## src/design/cpgb_pkg.sv

```systemverilog
`default_nettype none

package cpgb_pkg;

  // image geometry
  localparam int MAX_ROWS = 32;
  localparam int MAX_COLS = 1024;

  // field widths
  localparam int INK_W    = 32;
  localparam int ROW_W    = 5;
  localparam int COL_W    = 10;
  localparam int WIDTH_W  = 11;
  localparam int HEIGHT_W = 6;
  localparam int WS_W     = 6;

  // scan stops once the gap passes this many times the whitespace size
  localparam int CUTOFF_FACTOR = 10;

  localparam logic [WS_W-1:0]  WS_RESET = 6'd4;
  localparam logic [COL_W-1:0] LAST_COL = COL_W'(MAX_COLS - 1);
  localparam logic [ROW_W-1:0] TOP_RESET = '1;

  // rows at or above MAX_ROWS carry no ink
  localparam logic [INK_W-1:0] ROW_MASK =
    (MAX_ROWS >= INK_W) ? '1 : INK_W'((64'd1 << MAX_ROWS) - 64'd1);

  // vertical extent of the ink in one column
  typedef struct packed {
    logic             any;
    logic [ROW_W-1:0] lo;
    logic [ROW_W-1:0] hi;
  } ink_extent_t;

  // one glyph box
  typedef struct packed {
    logic [HEIGHT_W-1:0] height;
    logic [WIDTH_W-1:0]  width;
    logic [ROW_W-1:0]    top;
    logic [COL_W-1:0]    left;
  } box_t;

endpackage

`default_nettype wire

```

## src/design/column_projection_glyph_boxer.sv

```systemverilog
// channel  dir  handshake          payload
// in       in   in_tvalid/tready   tdata: column_ink[31:0]; tlast: end_of_image
// out      out  out_tvalid/tready  tdata: left, top, width, height
// cfg      in   cfg_wr_en          cfg_wr_data: whitespace_size[5:0]
//
// one column per cycle while the output register is empty or being taken; the column
// that closes a run passes from the item register through the run tracker into the
// output register, which raises out_tvalid.
// rst_n is synchronous: it clears the scan state, empties both item registers
// and sets the whitespace size to 4.
// a stalled output holds its box; a column still moves in while the output
// register is empty or being taken.
`default_nettype none

module column_projection_glyph_boxer
  import cpgb_pkg::*;
(
  input  wire logic             clk,
  input  wire logic             rst_n,
  input  wire logic             in_tvalid,
  output logic                  in_tready,
  input  wire logic [INK_W-1:0] in_tdata,   // column_ink[31:0]
  input  wire logic             in_tlast,
  output logic                  out_tvalid,
  input  wire logic             out_tready,
  output logic [31:0]           out_tdata,  // box_left[9:0], box_top[14:10],
                                            // box_width[25:15], box_height[31:26]
  input  wire logic             cfg_wr_en,
  input  wire logic [WS_W-1:0]  cfg_wr_data
);

  logic             s1_valid_r, s1_valid_nxt;
  logic [INK_W-1:0] s1_ink_r;
  logic             s1_end_r;
  logic             out_valid_r, out_valid_nxt;
  box_t             out_box_r;

  logic        step_en;
  ink_extent_t extent;
  logic        emit;
  box_t        box;

  // advance when the output register can take a result
  assign step_en   = s1_valid_r && (!out_valid_r || out_tready);
  assign in_tready = !s1_valid_r || step_en;

  cpgb_ink_extent u_ink_extent (
    .ink    (s1_ink_r),
    .extent (extent)
  );

  cpgb_run_tracker u_run_tracker (
    .clk          (clk),
    .rst_n        (rst_n),
    .cfg_wr_en    (cfg_wr_en),
    .cfg_wr_data  (cfg_wr_data),
    .step_en      (step_en),
    .extent       (extent),
    .end_of_image (s1_end_r),
    .emit         (emit),
    .box          (box)
  );

  // item register occupancy
  always_comb begin
    s1_valid_nxt = s1_valid_r;
    if (in_tvalid && in_tready) begin
      s1_valid_nxt = 1'b1;
    end else if (step_en) begin
      s1_valid_nxt = 1'b0;
    end
  end

  // output register occupancy
  always_comb begin
    out_valid_nxt = out_valid_r;
    if (step_en) begin
      out_valid_nxt = emit;
    end else if (out_tready) begin
      out_valid_nxt = 1'b0;
    end
  end

  always_ff @(posedge clk) begin
    if (!rst_n) begin
      s1_valid_r  <= 1'b0;
      out_valid_r <= 1'b0;
    end else begin
      s1_valid_r  <= s1_valid_nxt;
      out_valid_r <= out_valid_nxt;
    end
  end

  // payload registers
  always_ff @(posedge clk) begin
    if (in_tvalid && in_tready) begin
      s1_ink_r <= in_tdata;
      s1_end_r <= in_tlast;
    end
    if (step_en && emit) begin
      out_box_r <= box;
    end
  end

  assign out_tvalid = out_valid_r;
  assign out_tdata  = {out_box_r.height, out_box_r.width, out_box_r.top, out_box_r.left};

endmodule

`default_nettype wire

```

## src/design/cpgb_ink_extent.sv

```systemverilog
`default_nettype none

module cpgb_ink_extent
  import cpgb_pkg::*;
(
  input  wire logic [INK_W-1:0] ink,
  output ink_extent_t           extent
);

  logic [INK_W-1:0] masked;

  assign masked = ink & ROW_MASK;

  // lowest and highest inked row
  always_comb begin
    extent.any = |masked;
    extent.lo  = '0;
    extent.hi  = '0;
    for (int i = INK_W - 1; i >= 0; i--) begin
      if (masked[i]) begin
        extent.lo = ROW_W'(i);
      end
    end
    for (int i = 0; i < INK_W; i++) begin
      if (masked[i]) begin
        extent.hi = ROW_W'(i);
      end
    end
  end

endmodule

`default_nettype wire

```

## src/design/cpgb_run_tracker.sv

```systemverilog
`default_nettype none

module cpgb_run_tracker
  import cpgb_pkg::*;
(
  input  wire logic            clk,
  input  wire logic            rst_n,
  input  wire logic            cfg_wr_en,
  input  wire logic [WS_W-1:0] cfg_wr_data,
  input  wire logic            step_en,
  input  wire ink_extent_t     extent,
  input  wire logic            end_of_image,
  output logic                 emit,
  output box_t                 box
);

  logic [WS_W-1:0]  ws_r;
  logic [COL_W-1:0] col_r, col_nxt;
  logic             open_r, open_nxt;
  logic [COL_W-1:0] left_r, left_nxt;
  logic [COL_W-1:0] right_r, right_nxt;
  logic [ROW_W-1:0] top_r, top_nxt;
  logic [ROW_W-1:0] bottom_r, bottom_nxt;
  logic [COL_W-1:0] last_col_r, last_col_nxt;
  logic             last_valid_r, last_valid_nxt;
  logic             stopped_r, stopped_nxt;

  logic [COL_W-1:0] cutoff;
  logic [COL_W-1:0] gap;
  logic             stop_now;

  // cutoff distance and gap since the last closing column
  assign cutoff   = COL_W'(ws_r) * COL_W'(CUTOFF_FACTOR);
  assign gap      = col_r - last_col_r;
  assign stop_now = stopped_r || (last_valid_r && (gap > cutoff));

  // box of the run as it stands
  assign box.left   = left_r;
  assign box.top    = top_r;
  assign box.width  = {1'b0, right_r} - {1'b0, left_r} + WIDTH_W'(1);
  assign box.height = {1'b0, bottom_r} - {1'b0, top_r} + HEIGHT_W'(1);

  // one column of run tracking
  always_comb begin
    col_nxt        = col_r;
    open_nxt       = open_r;
    left_nxt       = left_r;
    right_nxt      = right_r;
    top_nxt        = top_r;
    bottom_nxt     = bottom_r;
    last_col_nxt   = last_col_r;
    last_valid_nxt = last_valid_r;
    stopped_nxt    = stopped_r;
    emit           = 1'b0;
    if (step_en) begin
      if (stop_now) begin
        stopped_nxt = 1'b1;
      end else begin
        if (extent.any) begin
          if (!open_r) begin
            open_nxt   = 1'b1;
            left_nxt   = col_r;
            top_nxt    = extent.lo;
            bottom_nxt = extent.hi;
          end else begin
            if (extent.lo < top_r) begin
              top_nxt = extent.lo;
            end
            if (extent.hi > bottom_r) begin
              bottom_nxt = extent.hi;
            end
          end
          right_nxt = col_r;
        end else if (open_r) begin
          emit           = 1'b1;
          last_col_nxt   = col_r;
          last_valid_nxt = 1'b1;
          open_nxt       = 1'b0;
          top_nxt        = TOP_RESET;
          bottom_nxt     = '0;
        end
        // image full: drop any open run
        if (col_r == LAST_COL) begin
          stopped_nxt = 1'b1;
          open_nxt    = 1'b0;
        end else begin
          col_nxt = col_r + COL_W'(1);
        end
      end
      // end of image clears the scan
      if (end_of_image) begin
        col_nxt        = '0;
        open_nxt       = 1'b0;
        left_nxt       = '0;
        right_nxt      = '0;
        top_nxt        = TOP_RESET;
        bottom_nxt     = '0;
        last_col_nxt   = '0;
        last_valid_nxt = 1'b0;
        stopped_nxt    = 1'b0;
      end
    end
  end

  // scan state
  always_ff @(posedge clk) begin
    if (!rst_n) begin
      col_r        <= '0;
      open_r       <= 1'b0;
      left_r       <= '0;
      right_r      <= '0;
      top_r        <= TOP_RESET;
      bottom_r     <= '0;
      last_col_r   <= '0;
      last_valid_r <= 1'b0;
      stopped_r    <= 1'b0;
    end else begin
      col_r        <= col_nxt;
      open_r       <= open_nxt;
      left_r       <= left_nxt;
      right_r      <= right_nxt;
      top_r        <= top_nxt;
      bottom_r     <= bottom_nxt;
      last_col_r   <= last_col_nxt;
      last_valid_r <= last_valid_nxt;
      stopped_r    <= stopped_nxt;
    end
  end

  // whitespace size register
  always_ff @(posedge clk) begin
    if (!rst_n) begin
      ws_r <= WS_RESET;
    end else if (cfg_wr_en) begin
      ws_r <= cfg_wr_data;
    end
  end

endmodule

`default_nettype wire

```

## config.mk

```make
export PLATFORM = sky130hd
export DESIGN_NAME = column_projection_glyph_boxer
export DESIGN_NICKNAME = d
export VERILOG_FILES = /design/src/design/cpgb_pkg.sv /design/src/design/column_projection_glyph_boxer.sv /design/src/design/cpgb_ink_extent.sv /design/src/design/cpgb_run_tracker.sv
export SDC_FILE = /design/constraint.sdc
export NUM_CORES = 1
export LEC_CHECK = 0
export ABC_AREA = 1
export ABC_CLOCK_PERIOD_IN_PS = 8850
export BUFFER_PORTS_ARGS = -buffer_cell sky130_fd_sc_hd__buf_2
export CORE_AREA = 2 2 156 158
export DETAILED_ROUTE_END_ITERATION = 10
export DIE_AREA = 0 0 158 160
export GPL_TIMING_DRIVEN = 0
export PLACE_DENSITY = 0.52
export SLEW_MARGIN = 0
export SYNTH_ARGS = -nofsm -noshare
export SYNTH_HDL_FRONTEND = slang
export SYNTH_SLANG_ARGS = --single-unit
```

## constraint.sdc

```tcl
create_clock -name clk -period 8.85 [get_ports clk]
set_input_delay 1.77 -clock clk [delete_from_list [all_inputs] [get_ports clk]]
set_output_delay 1.77 -clock clk [all_outputs]
set_load 0.005 [all_outputs]
```

==> impl_metrics.env <==
export IMPL_synth_ff_type="edfxtp_1"
export IMPL_leakage_nw=3.589
export IMPL_drt_iter0_drc=215
export IMPL_syn_area_per_cell_um2=8.719
export IMPL_initial_core_util=0.2815
export IMPL_ys_ff_latch=126
export IMPL_worst_setup_path_start_kind="flop"
export IMPL_vias_per_cell=4.245
export IMPL_ys_types=41
export IMPL_row_count=57
export IMPL_drv_slew=0
export IMPL_dieHeight_um=160
export IMPL_grt_pass1_vias=4830
export IMPL_setup_violations_final=0
export IMPL_skew_ns=0.009086
export IMPL_drcViolationCount=0
export IMPL_crit_fanout=7
export IMPL_die_w_um=158
export IMPL_antenna_found_initial=1
export IMPL_hpwl_mm=10.46
export IMPL_crit_arrival_ns=5.10
export IMPL_grt_pass1_wl_mm=22.82
export IMPL_fill_cells=2538
export IMPL_syn_inst=769
export IMPL_ctsHoldBuffers=0
export IMPL_powerDensity_mw_per_mm2=183.4
export IMPL_clk_latency_ns=0.42
export IMPL_vias=5120
export IMPL_ys_async_sr_fraction=0
export IMPL_routed_wl_mm=13.44
export IMPL_top_usage_layer="met2"
export IMPL_worstSetupPathType="flop to flop"
export IMPL_cp_slowest_cell="dfxtp_1"
export IMPL_die_area_mm2=0.02528
export IMPL_worstSetupEndpointType="flop"
export IMPL_gr_usage_met3=0.03528
export IMPL_yosysSeqAreaShare=0.4732
export IMPL_period_share=0.5380
export IMPL_cts_sinks=126
export IMPL_stdcell_area_mm2=0.008120
export IMPL_nNetsFinal=981
export IMPL_cts_setup_buffers=0
export IMPL_crit_top_cell="a21oi_1"
export IMPL_place_area_mm2=0.007532
export IMPL_post_drt_wl_per_cell_um=11.15
export IMPL_status="finished, final reports clean"
export IMPL_ir_worst_vdd_mv=0.1098
export IMPL_cts_tree="yes"
export IMPL_ant_nets=0
export IMPL_postCtsResizedCells=0
export IMPL_worstPathRequired_ns=9.19
export IMPL_worst_pin_slew_ns=1.215
export IMPL_slew_headroom=0.1891
export IMPL_syn2layout_area_growth_pct=21.10
export IMPL_grt_start_max_net_pins=34
export IMPL_hold_class="flop to flop"
export IMPL_max_cap_viol_count=0
export IMPL_core_area_mm2=0.02382
export IMPL_final_core_util=0.3409
export IMPL_period_needed_ns=4.762
export IMPL_yosysWarnings=0
export IMPL_drtPass1Iterations=4
export IMPL_crit_path_max_incr_delay_ns=0.39
export IMPL_cts_buffer_depth=2
export IMPL_cts_root_buffer="clkbuf_16"
export IMPL_hold_ws_ns=0.4311
export IMPL_place_gp_congestion=0.7815
export IMPL_synth_enable_flop_cells=65
export IMPL_synth_nets=881
export IMPL_htreeDepth=4
export IMPL_clk_pin_slew_worst_paths_ns=0.06
export IMPL_io_pins=78
export IMPL_use_met1=0.1465
export IMPL_port_buffers=77
export IMPL_drive_above_1_share=0.1497
export IMPL_n_antenna_cell=0
export IMPL_gr_usage_met2=0.1804
export IMPL_clock_fmax_mhz=210.0
export IMPL_rsz0062_at_grt="no"
export IMPL_setup_tns_ns=0
export IMPL_grt_use_total=0.1136
export IMPL_cts_buffers=17
export IMPL_hold_violations=0
export IMPL_netlist_area_mm2=0.006705
export IMPL_gr_total_overflow=0
-- logic make-up after synthesis --
group                      synth area share
and+or+nand+nor                      0.1633
buffers and inverters               0.08490
AOI/OAI and AO/OA                    0.1172
DFF                                  0.4732
adders and majority gates            0.1314
xor gates and xnor gates            0.03004
-- sequential cells by signal, indices dropped and copies added (netlist names) --
name                        flops
out_tdata                      32
s1_ink_r                       32
u_run_tracker.col_r            10
u_run_tracker.last_col_r       10
u_run_tracker.left_r           10
u_run_tracker.right_r          10
u_run_tracker.ws_r              6
u_run_tracker.bottom_r          5
u_run_tracker.top_r             5
out_tvalid                      1
s1_end_r                        1
s1_valid_r                      1
u_run_tracker.last_valid_r      1
u_run_tracker.open_r            1
u_run_tracker.stopped_r         1
-- Yosys cell counts (8+ instances only) --
| library cell | instances | share of area |
|---|---|---|
| o21ai_0 | 43 | 0.032 |
| a22oi_1 | 9 | 0.010 |
| inv_1 | 137 | 0.077 |
| clkbuf_1 | 8 | 0.0045 |
| ha_1 | 64 | 0.12 |
| xor2_1 | 16 | 0.021 |
| a21oi_1 | 61 | 0.046 |
| nand3_1 | 19 | 0.014 |
| nor2_1 | 95 | 0.053 |
| nand2_1 | 129 | 0.072 |
| edfxtp_1 | 65 | 0.29 |
| dfxtp_1 | 61 | 0.18 |
-- worst max-delay path, delay by kind of cell, from the launching register on --
| family | cells | cell delay (ns) |
|---|---|---|
| simple gates | 11 | 1.54 |
| compound gates | 9 | 1.70 |
| flops | 1 | 0.39 |
| xor+xnor | 1 | 0.15 |
| fa+ha+maj | 2 | 0.51 |
| buf+inv | 4 | 0.37 |
-- layout make-up --
cell class / count / area, µm² / share of cell area
flip-flops and latches: 126 / 3173 / 0.3908
multi-input cells: 492 / 2969 / 0.3656
inverters: 141 / 529.3 / 0.06518
clock buffers: 19 / 464.2 / 0.05716
repair buffers: 81 / 415.4 / 0.05116
well taps: 324 / 405.4 / 0.04992
clock inverters: 13 / 123.9 / 0.01525
plain buffers: 10 / 40.04 / 0.004931
-- power by group --
| group | internal [mW] | switching, mW |
|---|---|---|
| Sequential | 0.640 | 0.0135 |
| Clock | 0.416 | 0.276 |
| Combinational | 0.0578 | 0.0860 |
| Total | 1.11 | 0.376 |
-- through the flow --
stage	std cells	setup slack [ns]	total power, mW
6_report	1206	4.088	1.489
5_1_grt	1206	3.494	1.562
4_1_cts	1206	3.936	1.509
3_5_place_dp	1174	3.953	0.8121
3_3_place_gp	1170	0.1811	0.8099
2_1_floorplan	769	2.359	0.7711
-- metal layers --
layer  wire, µm  part of all wire  vias to the layer above
met5         13           0.00097                        -
met4        208             0.015                        2
met3        694             0.052                       22
met2       6193              0.46                       93
met1       6331              0.47                     2285
li1           -                 -                     2718
-- final timing paths --
path                           start                        end  slack (ns)  cells past startpoint
max           u_run_tracker.col_r[0]  u_run_tracker.bottom_r[2]        4.09                     27
min          u_run_tracker.left_r[8]               out_tdata[8]        0.43                      0
max reg2reg   u_run_tracker.col_r[0]  u_run_tracker.bottom_r[2]        4.09                     27
min reg2reg  u_run_tracker.left_r[8]               out_tdata[8]        0.43                      0
-- cell usage in the layout (no fill, tap or decap), drive strengths merged, types with 3 or more instances in the layout --
| cell | instances |
|---|---|
| buf | 83 |
| o21ai | 45 |
| o21bai | 3 |
| edfxtp | 65 |
| nor3 | 5 |
| xnor2 | 7 |
| inv | 146 |
| clkinv | 5 |
| nand2 | 132 |
| dfxtp | 61 |
| nand3 | 20 |
| ha | 64 |
| a22oi | 9 |
| fa | 4 |
| nor2 | 100 |
| a211oi | 7 |
| a21oi | 63 |
| xor2 | 16 |
| clkbuf | 27 |
Power figures use the tool's default switching activity.
